### config.mk
export PLATFORM = sky130hd
export DESIGN_NAME = virtio_mmio_transport_registers_core
export DESIGN_NICKNAME = d
export VERILOG_FILES = /design/src/rtl/vmt_pkg.sv /design/src/rtl/virtio_mmio_transport_registers_core.sv
export SDC_FILE = /design/constraint.sdc
export NUM_CORES = 1
export LEC_CHECK = 0
export BUFFER_PORTS_ARGS = -buffer_cell sky130_fd_sc_hd__buf_2
export CAP_MARGIN = 20
export CORE_ASPECT_RATIO = 1.1
export CORE_UTILIZATION = 63
export CTS_CLUSTER_DIAMETER = 50
export DETAILED_ROUTE_END_ITERATION = 6
export PLACE_DENSITY = 0.82
export SYNTH_ARGS = -nofsm -noshare
export SYNTH_HDL_FRONTEND = slang
export SYNTH_SLANG_ARGS = --single-unit
### constraint.sdc
create_clock -name clk -period 3.2 [get_ports clk]
set_input_delay 0.16 -clock clk [delete_from_list [all_inputs] [get_ports clk]]
set_output_delay 0.16 -clock clk [all_outputs]
set_load 0.03 [all_outputs]
### src/rtl/vmt_pkg.sv
// ----------------------------------------------------------------------------
// vmt_pkg
// Shared constants for the virtio-mmio version 2 transport register block.
// ----------------------------------------------------------------------------
`default_nettype none

package vmt_pkg;

    localparam int NUM_QUEUES     = 2;
    localparam int QUEUE_SIZE_MAX = 256;
    localparam int QIDX_W         = (NUM_QUEUES > 1) ? $clog2(NUM_QUEUES) : 1;

    localparam logic SIZE_OK_RST =
        ((QUEUE_SIZE_MAX & (QUEUE_SIZE_MAX - 1)) == 0) && (QUEUE_SIZE_MAX != 0);

    localparam logic [31:0] MAGIC_VALUE     = 32'h7472_6976;
    localparam logic [31:0] VERSION_VALUE   = 32'd2;
    localparam logic [15:0] DEVICE_ID_RST   = 16'd3;
    localparam logic [31:0] VENDOR_ID_RST   = 32'h4b4d_564d;
    localparam logic [31:0] QSIZE_MAX_VALUE = 32'(QUEUE_SIZE_MAX);
    localparam logic [31:0] NUM_QUEUES_W    = 32'(NUM_QUEUES);

    localparam logic FUNC_READ  = 1'b0;
    localparam logic FUNC_WRITE = 1'b1;

    localparam logic CFG_DEVICE_ID = 1'b0;
    localparam logic CFG_VENDOR_ID = 1'b1;

    localparam logic [11:0] OFF_MAGIC        = 12'h000;
    localparam logic [11:0] OFF_VERSION      = 12'h004;
    localparam logic [11:0] OFF_DEVICE_ID    = 12'h008;
    localparam logic [11:0] OFF_VENDOR_ID    = 12'h00c;
    localparam logic [11:0] OFF_DEV_FEAT     = 12'h010;
    localparam logic [11:0] OFF_DEV_FEAT_SEL = 12'h014;
    localparam logic [11:0] OFF_DRV_FEAT     = 12'h020;
    localparam logic [11:0] OFF_DRV_FEAT_SEL = 12'h024;
    localparam logic [11:0] OFF_QUEUE_SEL    = 12'h030;
    localparam logic [11:0] OFF_QUEUE_MAX    = 12'h034;
    localparam logic [11:0] OFF_QUEUE_SIZE   = 12'h038;
    localparam logic [11:0] OFF_QUEUE_READY  = 12'h044;
    localparam logic [11:0] OFF_NOTIFY       = 12'h050;
    localparam logic [11:0] OFF_IRQ_STATUS   = 12'h060;
    localparam logic [11:0] OFF_IRQ_ACK      = 12'h064;
    localparam logic [11:0] OFF_STATUS       = 12'h070;
    localparam logic [11:0] OFF_DESC_LO      = 12'h080;
    localparam logic [11:0] OFF_DESC_HI      = 12'h084;
    localparam logic [11:0] OFF_AVAIL_LO     = 12'h090;
    localparam logic [11:0] OFF_AVAIL_HI     = 12'h094;
    localparam logic [11:0] OFF_USED_LO      = 12'h0a0;
    localparam logic [11:0] OFF_USED_HI      = 12'h0a4;

endpackage

`default_nettype wire

### src/rtl/virtio_mmio_transport_registers_core.sv
// ----------------------------------------------------------------------------
// virtio_mmio_transport_registers_core
// Virtio-mmio version 2 register block: decodes one bus access per cycle.
// ----------------------------------------------------------------------------
// Result: the result of an access is strobed on done in the cycle after start.
// Throughput: one access per cycle; busy stays low, the decode and update
// path from the access ports to the result and state registers sets it.
// Reset: rst_n returns the transport state and the identity registers to
// their reset values. A status write of zero returns the transport state to reset.
// Results cannot be stalled by the receiver.
`default_nettype none

module virtio_mmio_transport_registers_core
    import vmt_pkg::*;
(
    input  wire logic        clk,
    input  wire logic        rst_n,
    input  wire logic        start,
    output logic             busy,
    input  wire logic        func,
    input  wire logic [11:0] offset,
    input  wire logic [31:0] wdata,
    input  wire logic        cfg_we,
    input  wire logic        cfg_index,
    input  wire logic [31:0] cfg_wdata,
    output logic             done,
    output logic [31:0]      rdata,
    output logic             kick,
    output logic [2:0]       kick_queue,
    output logic             irq
);

    logic [15:0]             device_id_reg;
    logic [31:0]             vendor_id_reg;

    logic                    sel_valid_reg,  sel_valid_next;
    logic [QIDX_W-1:0]       sel_idx_reg,    sel_idx_next;
    logic [31:0]             queue_ready_reg [NUM_QUEUES];
    logic [31:0]             queue_ready_next[NUM_QUEUES];
    logic [NUM_QUEUES-1:0]   ready_nz_reg,   ready_nz_next;
    logic [NUM_QUEUES-1:0]   size_ok_reg,    size_ok_next;
    logic                    dev_sel_one_reg, dev_sel_one_next;
    logic [31:0]             irq_status_reg, irq_status_next;
    logic [31:0]             status_reg,     status_next;

    logic                    done_reg;
    logic [31:0]             rdata_reg,      rdata_next;
    logic                    kick_reg,       kick_next;
    logic [2:0]              kick_queue_reg, kick_queue_next;
    logic                    irq_reg;

    logic                    accept;
    logic [QIDX_W-1:0]       qi;
    logic [QIDX_W-1:0]       nidx;
    logic                    notify_in_range;
    logic                    wdata_pow2;

    assign busy            = 1'b0;
    assign accept          = start && !busy;
    assign qi              = sel_valid_reg ? sel_idx_reg : '0;
    assign nidx            = wdata[QIDX_W-1:0];
    assign notify_in_range = wdata < NUM_QUEUES_W;
    assign wdata_pow2      = (wdata != 32'd0) && ((wdata & (wdata - 32'd1)) == 32'd0);

    always_comb
    begin
        sel_valid_next   = sel_valid_reg;
        sel_idx_next     = sel_idx_reg;
        queue_ready_next = queue_ready_reg;
        ready_nz_next    = ready_nz_reg;
        size_ok_next     = size_ok_reg;
        dev_sel_one_next = dev_sel_one_reg;
        irq_status_next  = irq_status_reg;
        status_next      = status_reg;
        rdata_next       = 32'd0;
        kick_next        = 1'b0;
        kick_queue_next  = 3'd0;

        if (func == FUNC_READ)
        begin
            case (offset)
                OFF_MAGIC:       rdata_next = MAGIC_VALUE;
                OFF_VERSION:     rdata_next = VERSION_VALUE;
                OFF_DEVICE_ID:   rdata_next = {16'd0, device_id_reg};
                OFF_VENDOR_ID:   rdata_next = vendor_id_reg;
                OFF_DEV_FEAT:    rdata_next = {31'd0, dev_sel_one_reg};
                OFF_QUEUE_MAX:   rdata_next = QSIZE_MAX_VALUE;
                OFF_QUEUE_READY: rdata_next = sel_valid_reg ? queue_ready_reg[sel_idx_reg]
                                                            : 32'd0;
                OFF_IRQ_STATUS:  rdata_next = irq_status_reg;
                OFF_STATUS:      rdata_next = status_reg;
                default:         rdata_next = 32'd0;
            endcase
        end
        else
        begin
            case (offset)
                OFF_DEV_FEAT_SEL: dev_sel_one_next = (wdata == 32'd1);
                OFF_QUEUE_SEL:
                begin
                    sel_valid_next = wdata < NUM_QUEUES_W;
                    sel_idx_next   = wdata[QIDX_W-1:0];
                end
                OFF_QUEUE_SIZE:   size_ok_next[qi] = wdata_pow2;
                OFF_QUEUE_READY:
                begin
                    queue_ready_next[qi] = wdata;
                    ready_nz_next[qi]    = (wdata != 32'd0);
                end
                OFF_NOTIFY:
                begin
                    if (notify_in_range && ready_nz_reg[nidx] && size_ok_reg[nidx])
                    begin
                        kick_next          = 1'b1;
                        kick_queue_next    = wdata[2:0];
                        irq_status_next[0] = 1'b1;
                    end
                end
                OFF_IRQ_ACK:      irq_status_next = irq_status_reg & ~wdata;
                OFF_STATUS:
                begin
                    if (wdata == 32'd0)
                    begin
                        sel_valid_next   = 1'b1;
                        sel_idx_next     = '0;
                        for (int i = 0; i < NUM_QUEUES; i++)
                        begin
                            queue_ready_next[i] = 32'd0;
                        end
                        ready_nz_next    = '0;
                        size_ok_next     = {NUM_QUEUES{SIZE_OK_RST}};
                        dev_sel_one_next = 1'b0;
                        irq_status_next  = 32'd0;
                        status_next      = 32'd0;
                    end
                    else
                    begin
                        status_next = wdata;
                    end
                end
                default: ;
            endcase
        end
    end

    always_ff @(posedge clk or negedge rst_n)
    begin
        if (!rst_n)
        begin
            device_id_reg <= DEVICE_ID_RST;
            vendor_id_reg <= VENDOR_ID_RST;
        end
        else if (cfg_we)
        begin
            case (cfg_index)
                CFG_DEVICE_ID: device_id_reg <= cfg_wdata[15:0];
                CFG_VENDOR_ID: vendor_id_reg <= cfg_wdata;
                default: ;
            endcase
        end
    end

    always_ff @(posedge clk or negedge rst_n)
    begin
        if (!rst_n)
        begin
            sel_valid_reg   <= 1'b1;
            sel_idx_reg     <= '0;
            for (int i = 0; i < NUM_QUEUES; i++)
            begin
                queue_ready_reg[i] <= 32'd0;
            end
            ready_nz_reg    <= '0;
            size_ok_reg     <= {NUM_QUEUES{SIZE_OK_RST}};
            dev_sel_one_reg <= 1'b0;
            irq_status_reg  <= 32'd0;
            status_reg      <= 32'd0;
            done_reg        <= 1'b0;
            kick_reg        <= 1'b0;
            irq_reg         <= 1'b0;
        end
        else
        begin
            done_reg <= accept;
            kick_reg <= accept && kick_next;
            if (accept)
            begin
                sel_valid_reg   <= sel_valid_next;
                sel_idx_reg     <= sel_idx_next;
                queue_ready_reg <= queue_ready_next;
                ready_nz_reg    <= ready_nz_next;
                size_ok_reg     <= size_ok_next;
                dev_sel_one_reg <= dev_sel_one_next;
                irq_status_reg  <= irq_status_next;
                status_reg      <= status_next;
                irq_reg         <= (irq_status_next != 32'd0);
            end
        end
    end

    always_ff @(posedge clk)
    begin
        if (accept)
        begin
            rdata_reg      <= rdata_next;
            kick_queue_reg <= kick_queue_next;
        end
    end

    assign done       = done_reg;
    assign rdata      = rdata_reg;
    assign kick       = kick_reg;
    assign kick_queue = kick_queue_reg;
    assign irq        = irq_reg;

    a_done_follows_start: assert property (@(posedge clk) disable iff (!rst_n)
        (start && !busy) |=> done)
        else $error("accepted transfer produced no result");

    a_no_spurious_done: assert property (@(posedge clk) disable iff (!rst_n)
        !start |=> !done)
        else $error("result strobe without an accepted transfer");

    a_kick_sets_irq: assert property (@(posedge clk) disable iff (!rst_n)
        kick |-> (done && irq))
        else $error("kick without result strobe or interrupt");

    a_irq_tracks_status: assert property (@(posedge clk) disable iff (!rst_n)
        done |-> (irq == (irq_status_reg != 32'd0)))
        else $error("irq does not match interrupt status");

endmodule

`default_nettype wire
==> summary.md <==
| Metric | Value |
|---|---|
| Cells after synthesis | `1019` |
| Share of cells above drive strength 1 | `0.271` |
| Vias in the first global route | `9572` |
| CP Class | `input port to flop` |
| Yosys top cell area share | `0.390` |
| Pin count of the biggest net entering global routing | `100` |
| Hold Path Stages | `3` |
| Initial DRC count | `1060` |
| Combinational group share of total power | `0.079` |
| Adder-cell share of the synthesized area | `0.00201` |
| # diodes | `0` |
| Min-delay src | `wdata[16]` |
| IO Pins | `121` |
| Hold Crit Class | `input port to flop` |
| Initial antenna violation count | `0` |
| Maxcap violations | `0` |
| Multiplexer share of the synthesized area | `0.108` |
| Core Region | `0.0164 mm2` |
| Critical Path Stages | `10` |
| Clock transition at path regs | `0.07 ns` |
| Final min period | `2.71 ns` |
| Leakage | `5.81 nW` |
| First-pass GRT wire length | `51200 um` |
| Reg2reg end | `rdata[26]` |
| Fin nets | `1278` |
| Critical Path Source Type | `input port` |
| Sw Ratio | `0.238` |
| CP max FO | `20` |
| Xor/xnor share of the synthesized area | `0` |
| Worst path slowest cell | `or4_4` |
| Synthesized cell area | `0.0106 mm2` |
| Final Max Slew Viols | `0` |
| Biggest area consumer among synthesized cells | `dfrtp_1` |
| Drt wl/cell | `22.8 um` |
| Area growth syn-to-layout | `22.4%` |
| Post-synthesis sequential area ratio | `0.542` |
| R2R setup slack | `1.18 ns` |
| Maximum vdd drop | `402 uV` |
| Total die area | `0.0173 mm2` |
| CTS tree | `yes` |
| Simple-Gate Fraction of Synth Area | `0.166` |
| # setup viols final | `0` |
| CTS max path bufs | `3` |
| Switch Pwr | `1.52 mW` |
| Synth cell types | `65` |
| CP dominant cell by count | `nand2_1` |
| Die height | `138 um` |
| Largest stage delay, worst path | `0.59 ns` |
| Die W | `126 um` |
| Clock tree sinks | `221` |
| PortBufs | `119` |
| Compound-cell area share of the yosys netlist | `0.147` |
| Worst Setup End Kind | `flop` |
| Post-CTS Setup Bufs | `0` |
| Primary FF master, synth | `dfrtp_1` |
| Num CTS Buffers | `24` |
| Status | `finished, violations left` |
| Final HPWL DP | `19700 um` |
| Reg-to-reg startpoint | `sel_idx_reg` |
| Fmax | `369 MHz` |
| Antenna Nets Post-Route | `0` |
| Resized cells post-CTS | `0` |
| Crit path cell chain | `dlygate4sd3_1, buf_2, or4_4, nor4_4, and4_1, o2111ai_1, nor2_1, buf_4, nand2_1, nand2_1` |
| Final Total Pwr | `6.40 mW` |
| RSZ-0062 raised after global routing | `no` |
| Worst Hold Path EP | `queue_ready_reg[16]` |
| Root buffer cell | `clkbuf_16` |
| Critical path buffers and inverters | `3` |
| Post-synth EDFFs | `35` |
| Sequential power share | `0.478` |
| Max FFs per register | `64` |
| Most frequent cell after synthesis | `nand2_1` |
| GRT Resource Usage Total | `0.386` |
| Delay-heaviest family, CP | `simple AND/OR/NAND/NOR gates` |
| Post-route DRC | `10` |
| Post-DR vias/cell | `6.61` |
| Worst EP arrival | `3.17 ns` |
| DRT Pass-1 Iters | `7` |
| Row cnt | `49` |
| Worst skew pair latency | `0.52 ns` |
| Clock power frac | `0.444` |
| Slew headroom | `0.443` |
| Overflow after GRT | `0` |
| H-tree Lvls | `1` |
| Vias | `9375` |
| Effective utilization at floorplan | `0.646` |
| Critical Path RT | `3.66 ns` |
| Largest family of logic cells by synthesized area | `simple AND/OR/NAND/NOR gates` |
| Final core occ | `0.791` |
| # fillers | `993` |
| Ys Warns | `0` |
| Top cells by area, synth | `dfrtp_1, edfxtp_1, mux2_2, nand2_1, dfstp_2` |
| Skew final | `0.0115 ns` |
| Worst Reg2Reg Path Length in Cells | `4` |
| Mean Syn Cell Area | `10.4 um2` |
| Failing checks | `design-rule violations` |
| Commonest cells in the synthesized netlist | `nand2_1, dfrtp_1, mux2_2` |
| Total negative slack | `0 ns` |
| Worst Max-Slew Pin Slew | `0.835 ns` |
| Fin crit share | `0.847` |
| Pint | `4.88 mW` |
| Hold Vio Cnt, Final | `0` |
| Final wirelength | `32400 um` |
| Gpl congestion | `0.925` |
| Pwr/cell area | `494 mW/mm2` |
| Synth Register Bits | `221` |
| Post-synth ARST share | `0.842` |
-- worst reg2reg max path, delay by kind of cell, from the launching register on --
kind	cells	cell delay, ns
compound gates	2	0.52
buf+inv	1	0.48
flops	1	0.32
mux	1	0.43
-- area by class of cell --
type | count | area, um2 | area share
multi-input combinational | 712 | 4510 | 0.349
clock buffer | 30 | 674 | 0.0521
timing repair buffer | 221 | 1570 | 0.121
inverter | 16 | 60.1 | 0.00464
sequential | 221 | 5730 | 0.443
tap | 204 | 255 | 0.0197
clock inverter | 14 | 144 | 0.0111
-- logic make-up after synthesis --
family / after synthesis
flip-flops: 221
multiplexers: 102
AND/OR/NAND/NOR: 372
AO/OA/AOI/OAI: 233
buffers and inverters: 88
other: 1
adder cells (fa/ha/maj): 2
-- metrics by stage --
stage	instance area, um2	worst slack (ns)	cells	hold slack (ns)
2_1_floorplan	10600	0.884	1021	-0.136
3_3_place_gp	11500	0.618	1310	-0.0539
3_5_place_dp	11500	0.599	1310	-0.0538
4_1_cts	12900	0.541	1418	0.0227
5_1_grt	12900	0.339	1418	0.0530
6_report	12900	0.488	1418	0.0413
-- repair_timing --
action | CTS | global route
hold endpoints to repair | 266 | 0
setup endpoints to repair | 0 | 0
hold buffers | 64 | 0
-- cells in the final DEF (no fill, tap or decap), types with 5 or more instances in the layout --
master and count:
a21oi_1 37, a221oi_1 16, a222oi_1 10, a22oi_1 37, a31oi_1 13, and2_1 11, and3_1 5, buf_2 118
buf_4 35, clkbuf_16 25, dfrtp_1 165, dfstp_2 21, dlygate4sd3_1 64, edfxtp_1 35, inv_1 15, mux2_1 14
mux2_2 87, nand2_1 216, nand3_1 25, nand4_1 18, nor2_1 47, nor3_1 9, nor4_1 6, o21a_1 34
o21ai_0 45, o21ai_1 18, or4_4 5
-- metal layers --
layer / track usage / up-vias / share of wire
met5: 0 / - / 0
met4: 0.191 / 0 / 0.044
met3: 0.0594 / 127 / 0.096
met2: 0.672 / 631 / 0.49
met1: 0.476 / 4587 / 0.36
li1: - / 4030 / -
-- worst max-delay path by stage --
stage	start	end	slack (ns)
after floorplan	wdata[26]	irq	0.88
after global placement	offset[9]	irq	0.62
after detailed placement	wdata[22]	irq	0.60
after CTS	wdata[22]	queue_ready_reg[0]	0.54
after global routing	wdata[22]	queue_ready_reg[0]	0.34
final	wdata[22]	queue_ready_reg[0]	0.49
-- power by group through the flow --
stage | sequential (mW) | clock (mW) | combinational [mW]
5_1_grt | 3.06 | 2.95 | 0.540
3_5_place_dp | 3.10 | 0 | 0.429
2_1_floorplan | 3.12 | 0 | 0.184
3_3_place_gp | 3.09 | 0 | 0.418
4_1_cts | 3.05 | 2.83 | 0.493
6_report | 3.06 | 2.84 | 0.504
No activity file was read; power rests on OpenSTA's default activity.
